## src/rtl/opc_pkg.sv

```systemverilog
// ----------------------------------------------------------------------------
// opc_pkg
// Shared constants, register map, microcode program and control types for
// the OTP page controller.
// ----------------------------------------------------------------------------
`timescale 1ns / 1ps
`default_nettype none

package opc_pkg;

   localparam int PAGE_COUNT     = 512;
   localparam int WORDS_PER_PAGE = 4;
   localparam int STORE_WORDS    = PAGE_COUNT * WORDS_PER_PAGE;
   localparam int STORE_AW       = $clog2(STORE_WORDS);
   localparam int WORD_IW        = $clog2(WORDS_PER_PAGE);

   localparam int DATA_W   = 32;
   localparam int OFFSET_W = 6;
   localparam int PAGE_W   = 9;
   localparam int BE_W     = 16;
   localparam int STEP_W   = 3;
   localparam int PROG_LEN = 2 ** STEP_W;

   // register map, word offsets
   localparam logic [OFFSET_W-1:0] REG_CONTROL = 6'd0;
   localparam logic [OFFSET_W-1:0] REG_BYTE_EN = 6'd1;
   localparam logic [OFFSET_W-1:0] REG_STATUS  = 6'd2;
   localparam logic [OFFSET_W-1:0] REG_TIMING  = 6'd3;
   localparam logic [OFFSET_W-1:0] REG_DATA0   = 6'd32;
   localparam logic [OFFSET_W-1:0] REG_DATA1   = 6'd33;
   localparam logic [OFFSET_W-1:0] REG_DATA2   = 6'd34;
   localparam logic [OFFSET_W-1:0] REG_DATA3   = 6'd35;

   localparam int CTL_READ_BIT  = 14;
   localparam int CTL_WRITE_BIT = 15;

   localparam logic [BE_W-1:0]   BE_RESET     = 16'hFFFF;
   localparam logic [DATA_W-1:0] TIMING_RESET = 32'h0000_1485;

   // one microcode word
   typedef struct packed {
      logic               rd_en;
      logic [WORD_IW-1:0] rd_word;
      logic               mg_en;
      logic [WORD_IW-1:0] mg_word;
      logic               skip_jmp;
      logic [STEP_W-1:0]  target;
      logic               finish;
   } opc_uop_type;

   // sequencer to datapath control
   typedef struct packed {
      logic               busy;
      logic               rd_en;
      logic [WORD_IW-1:0] rd_word;
      logic               mg_en;
      logic [WORD_IW-1:0] mg_word;
      logic               finish;
   } opc_ctrl_type;

   localparam logic [STEP_W-1:0] STEP_FINISH = 3'd5;

   // read of word n overlaps the merge of word n-1 (registered read data)
   localparam opc_uop_type PROGRAM [PROG_LEN] = '{
      '{1'b1, 2'd0, 1'b0, 2'd0, 1'b1, STEP_FINISH, 1'b0},
      '{1'b1, 2'd1, 1'b1, 2'd0, 1'b0, 3'd0,        1'b0},
      '{1'b1, 2'd2, 1'b1, 2'd1, 1'b0, 3'd0,        1'b0},
      '{1'b1, 2'd3, 1'b1, 2'd2, 1'b0, 3'd0,        1'b0},
      '{1'b0, 2'd0, 1'b1, 2'd3, 1'b0, 3'd0,        1'b0},
      '{1'b0, 2'd0, 1'b0, 2'd0, 1'b0, 3'd0,        1'b1},
      '{1'b0, 2'd0, 1'b0, 2'd0, 1'b0, 3'd0,        1'b1},
      '{1'b0, 2'd0, 1'b0, 2'd0, 1'b0, 3'd0,        1'b1}
   };

   // bytes with enable set come from upd, the rest from base
   function automatic logic [DATA_W-1:0] byte_merge(
      input logic [DATA_W-1:0] base,
      input logic [DATA_W-1:0] upd,
      input logic [3:0]        be
   );
      logic [DATA_W-1:0] res;
      res = base;
      for (int b = 0; b < 4; b++) begin
         if (be[b]) begin
            res[8*b +: 8] = upd[8*b +: 8];
         end
      end
      return res;
   endfunction

endpackage

`default_nettype wire

```

## src/rtl/opc_sequencer.sv

```systemverilog
// ----------------------------------------------------------------------------
// opc_sequencer
// Microcode sequencer: step counter over the transfer program, with a
// conditional jump that skips the page access for an out-of-range page.
// ----------------------------------------------------------------------------
`timescale 1ns / 1ps
`default_nettype none

module opc_sequencer
   import opc_pkg::*;
(
   input  wire logic   clock,
   input  wire logic   reset,
   input  wire logic   start,
   input  wire logic   skip,
   output opc_ctrl_type ctrl
);

   logic              active_ff, active_in;
   logic [STEP_W-1:0] step_ff, step_in;
   opc_uop_type       uop;

   always_comb begin
      uop = PROGRAM[step_ff];

      ctrl.busy    = active_ff;
      ctrl.rd_en   = active_ff & uop.rd_en;
      ctrl.rd_word = uop.rd_word;
      ctrl.mg_en   = active_ff & uop.mg_en;
      ctrl.mg_word = uop.mg_word;
      ctrl.finish  = active_ff & uop.finish;

      active_in = active_ff;
      step_in   = step_ff;
      if (start) begin
         active_in = 1'b1;
         step_in   = '0;
      end else if (active_ff) begin
         if (uop.finish) begin
            active_in = 1'b0;
         end else if (uop.skip_jmp && skip) begin
            step_in = uop.target;
         end else begin
            step_in = step_ff + 1'b1;
         end
      end
   end

   always_ff @(posedge clock) begin
      if (reset) begin
         active_ff <= 1'b0;
         step_ff   <= '0;
      end else begin
         active_ff <= active_in;
         step_ff   <= step_in;
      end
   end

endmodule

`default_nettype wire

```

## config.mk

```make
export PLATFORM = sky130hd
export DESIGN_NAME = opc_sequencer
export DESIGN_NICKNAME = d
export VERILOG_FILES = /design/src/rtl/opc_pkg.sv /design/src/rtl/opc_sequencer.sv
export SDC_FILE = /design/constraint.sdc
export NUM_CORES = 1
export LEC_CHECK = 0
export BUFFER_PORTS_ARGS = -buffer_cell sky130_fd_sc_hd__clkbuf_2
export CAP_MARGIN = 0
export CORE_AREA = 2 2 39 41
export DETAILED_ROUTE_END_ITERATION = 8
export DIE_AREA = 0 0 41 43
export PLACE_DENSITY = 0.51
export SLEW_MARGIN = 5
export SYNTH_ARGS = -nofsm -noshare
export SYNTH_HDL_FRONTEND = slang
export SYNTH_SLANG_ARGS = --single-unit
```

## constraint.sdc

```tcl
create_clock -name clock -period 1.9 [get_ports clock]
set_clock_uncertainty 0.15 [all_clocks]
set_input_delay 0.095 -clock clock [delete_from_list [all_inputs] [get_ports clock]]
set_output_delay 0.095 -clock clock [all_outputs]
set_load 0.03 [all_outputs]
```

==> results.py <==
metrics = {
    "placed_design": {
        "gp_congestion": 0.640,
        "numPortBuffers": 11,
        "dp_hpwl_um": 460,
        "placed_area_um2": 374,
    },
    "timing": {
        "finalCritPeriodShare_pct": 90.1,
        "finalSetupViolCount": 0,
        "hold_slack_ns": 0.120,
        "max_slew_margin_pct": 80.4,
        "worst_pin_slew_ns": 0.294,
        "hold_viol_final": 0,
        "grt_setup_unrepaired": "no",
        "finalSetupTns_ns": 0,
        "fin_crit_ns": 1.71,
        "finalMaxSlewViolations": 0,
        "max_freq_ghz": 0.584,
    },
    "yosys": {
        "synth_seq_area_share_pct": 24.6,
        "synth_nets": 49,
        "synth_cell_types": 18,
        "synth.cell_area_um2": 325,
        "ys_seq_elements": 4,
        "yosys_warnings": 0,
        "synth.avg_cell_area_um2": 7.93,
        "syn_inst": 41,
    },
    "finish": {
        "final_cell_area_um2": 417,
        "diodes": 0,
        "num-fill-cells": 158,
        "final_cell_mix": "11 x clkbuf_2, 6 x nor2_1",
        "drive_gt1_share_pct": 29.6,
        "nets": 64,
        "area_growth_pct": 28.1,
        "final_common_cell": "clkbuf_2",
        "fin_util_pct": 30.1,
    },
    "setup_path": {
        "r2r_cells": 5,
        "critPathKind": "reg -> out",
        "crit_required_ns": 1.65,
        "cp-end-kind": "primary output",
        "start_kind": "flop",
        "path_max_fanout": 4,
        "cp.arrival_ns": 1.47,
    },
    "drt": {
        "post-route-drc-count": 0,
        "dr.first_iter.drc_count": 6,
        "vias": 301,
        "postRouteAntennaNets": 0,
        "drt_first_pass_iters": 4,
        "totalWireLength_um": 585,
        "via_per_inst": 4.30,
        "routedWlPerCell_um": 8.36,
    },
    "floorplan": {
        "dieHeight_um": 43,
        "initial_utilization_pct": 23.5,
        "ios": 12,
        "core_um2": 1380,
        "die-area_um2": 1760,
        "fp.dieW_um": 41,
        "std_cell_rows": 14,
    },
    "clocking": {
        "postCtsSetupBuffers": 0,
        "cts_resized": 0,
        "cts.sinks": 4,
        "h-tree-depth": 1,
        "cts_hold_buf": 2,
        "cts_buffer_depth": 2,
        "cts_tree": "done",
        "cts-buffers-inserted": 3,
        "insertion_delay_ns": 0.23,
        "clk_pin_slew_ns": 0.03,
        "cts_root_buffer": "clkbuf_4",
    },
    "pwr": {
        "finalPower_uw": 241,
        "max-vdd-ir-drop_mv": 0.207,
        "powerDensity_nw_per_um2": 579,
        "p_leak_uw": 0.000204,
    },
    "status": {
        "outcome": "finished clean",
    },
    "hold_path": {
        "hold_class": "in -> reg",
        "whs_path_depth": 4,
    },
    "global_route": {
        "gr-total-overflow": 0,
        "track_usage_pct": 8.24,
        "grt_pass1_wl_um": 938,
        "antenna_found_initial": 0,
        "grt_max_degree": 12,
        "grt_pass1_vias": 240,
    },
    "flow_run": {
        "drv_cap": 0,
    },
}
[final cells by class]
class / instances / area (um^2) / area share (%)
clock buffers: 3 / 22.5 / 5.41
well taps: 16 / 20.0 / 4.80
repair buffers: 13 / 75.1 / 18.0
multi-input cells: 30 / 204 / 48.9
inverters: 4 / 15.0 / 3.60
flip-flops and latches: 4 / 80.1 / 19.2
[per-layer routing]
| metal | up-vias | track usage [%] | wire length (um) |
|---|---|---|---|
| met1 | 130 | 10.0 | 267 |
| met5 | - | 0 | 0 |
| met4 | 0 | 6.00 | 0 |
| met3 | 0 | 4.71 | 49 |
| li1 | 161 | - | - |
| met2 | 10 | 10.3 | 268 |
[registers in the layout, indices dropped and copies added (netlist names)]
name and cells:
active_ff 1, step_ff 3
[worst max-delay path, cell delays in order (launching register included)]
cell      delay [ns]
dfxtp_1         0.36
inv_1           0.11
ha_1            0.26
nand2_1         0.11
o21ai_0         0.07
and2_1          0.16
clkbuf_2        0.17
[through the flow]
| step | cells | setup slack [ns] |
|---|---|---|
| after CTS | 70 | 0.157 |
| after global placement | 65 | 0.328 |
| final | 70 | 0.189 |
| after floorplan | 41 | 0.385 |
| after detailed placement | 65 | 0.310 |
| after global routing | 70 | 0.0474 |
[report_power, final]
part | switching (uW) | leakage, uW | internal, uW
combinational | 27.4 | 0.000157 | 20.2
sequential | 6.08 | 0.0000327 | 87.9
clock | 29.4 | 0.0000138 | 70.2
total | 62.8 | 0.000204 | 178
[final timing paths]
| check | startpoint | to | slack, ns |
|---|---|---|---|
| setup / recovery | step_ff[0]$_SDFFE_PP0P_ | ctrl[3] | 0.19 |
| hold / removal | skip | step_ff[2]$_SDFFE_PP0P_ | 0.12 |
| setup reg to reg | step_ff[0]$_SDFFE_PP0P_ | step_ff[1]$_SDFFE_PP0P_ | 0.31 |
| hold reg to reg | step_ff[0]$_SDFFE_PP0P_ | step_ff[0]$_SDFFE_PP0P_ | 0.43 |
[synthesized netlist by cell type]
| cell type | instances | area, um^2 |
|---|---|---|
| a21o_1 | 1 | 7.51 |
| a21oi_1 | 4 | 20.0 |
| and2_1 | 1 | 6.26 |
| and2b_2 | 1 | 8.76 |
| and3b_1 | 1 | 8.76 |
| and4_1 | 1 | 8.76 |
| buf_4 | 2 | 15.0 |
| buf_6 | 1 | 11.3 |
| dfxtp_1 | 4 | 80.1 |
| ha_1 | 4 | 50.1 |
| inv_1 | 4 | 15.0 |
| nand2_1 | 3 | 11.3 |
| nand2b_1 | 1 | 6.26 |
| nand3b_4 | 1 | 20.0 |
| nand4_1 | 1 | 6.26 |
| nor2_1 | 6 | 22.5 |
| o21a_1 | 1 | 7.51 |
| o21ai_0 | 4 | 20.0 |
[logic make-up after synthesis]
family | count (synthesis) | share of synthesized area (%)
AOI/OAI and AO/OA | 10 | 16.9
adders and majority gates | 4 | 15.4
buffers and inverters | 7 | 12.7
DFF | 4 | 24.6
and+or+nand+nor | 16 | 30.4
Power figures use the tool's default switching activity.
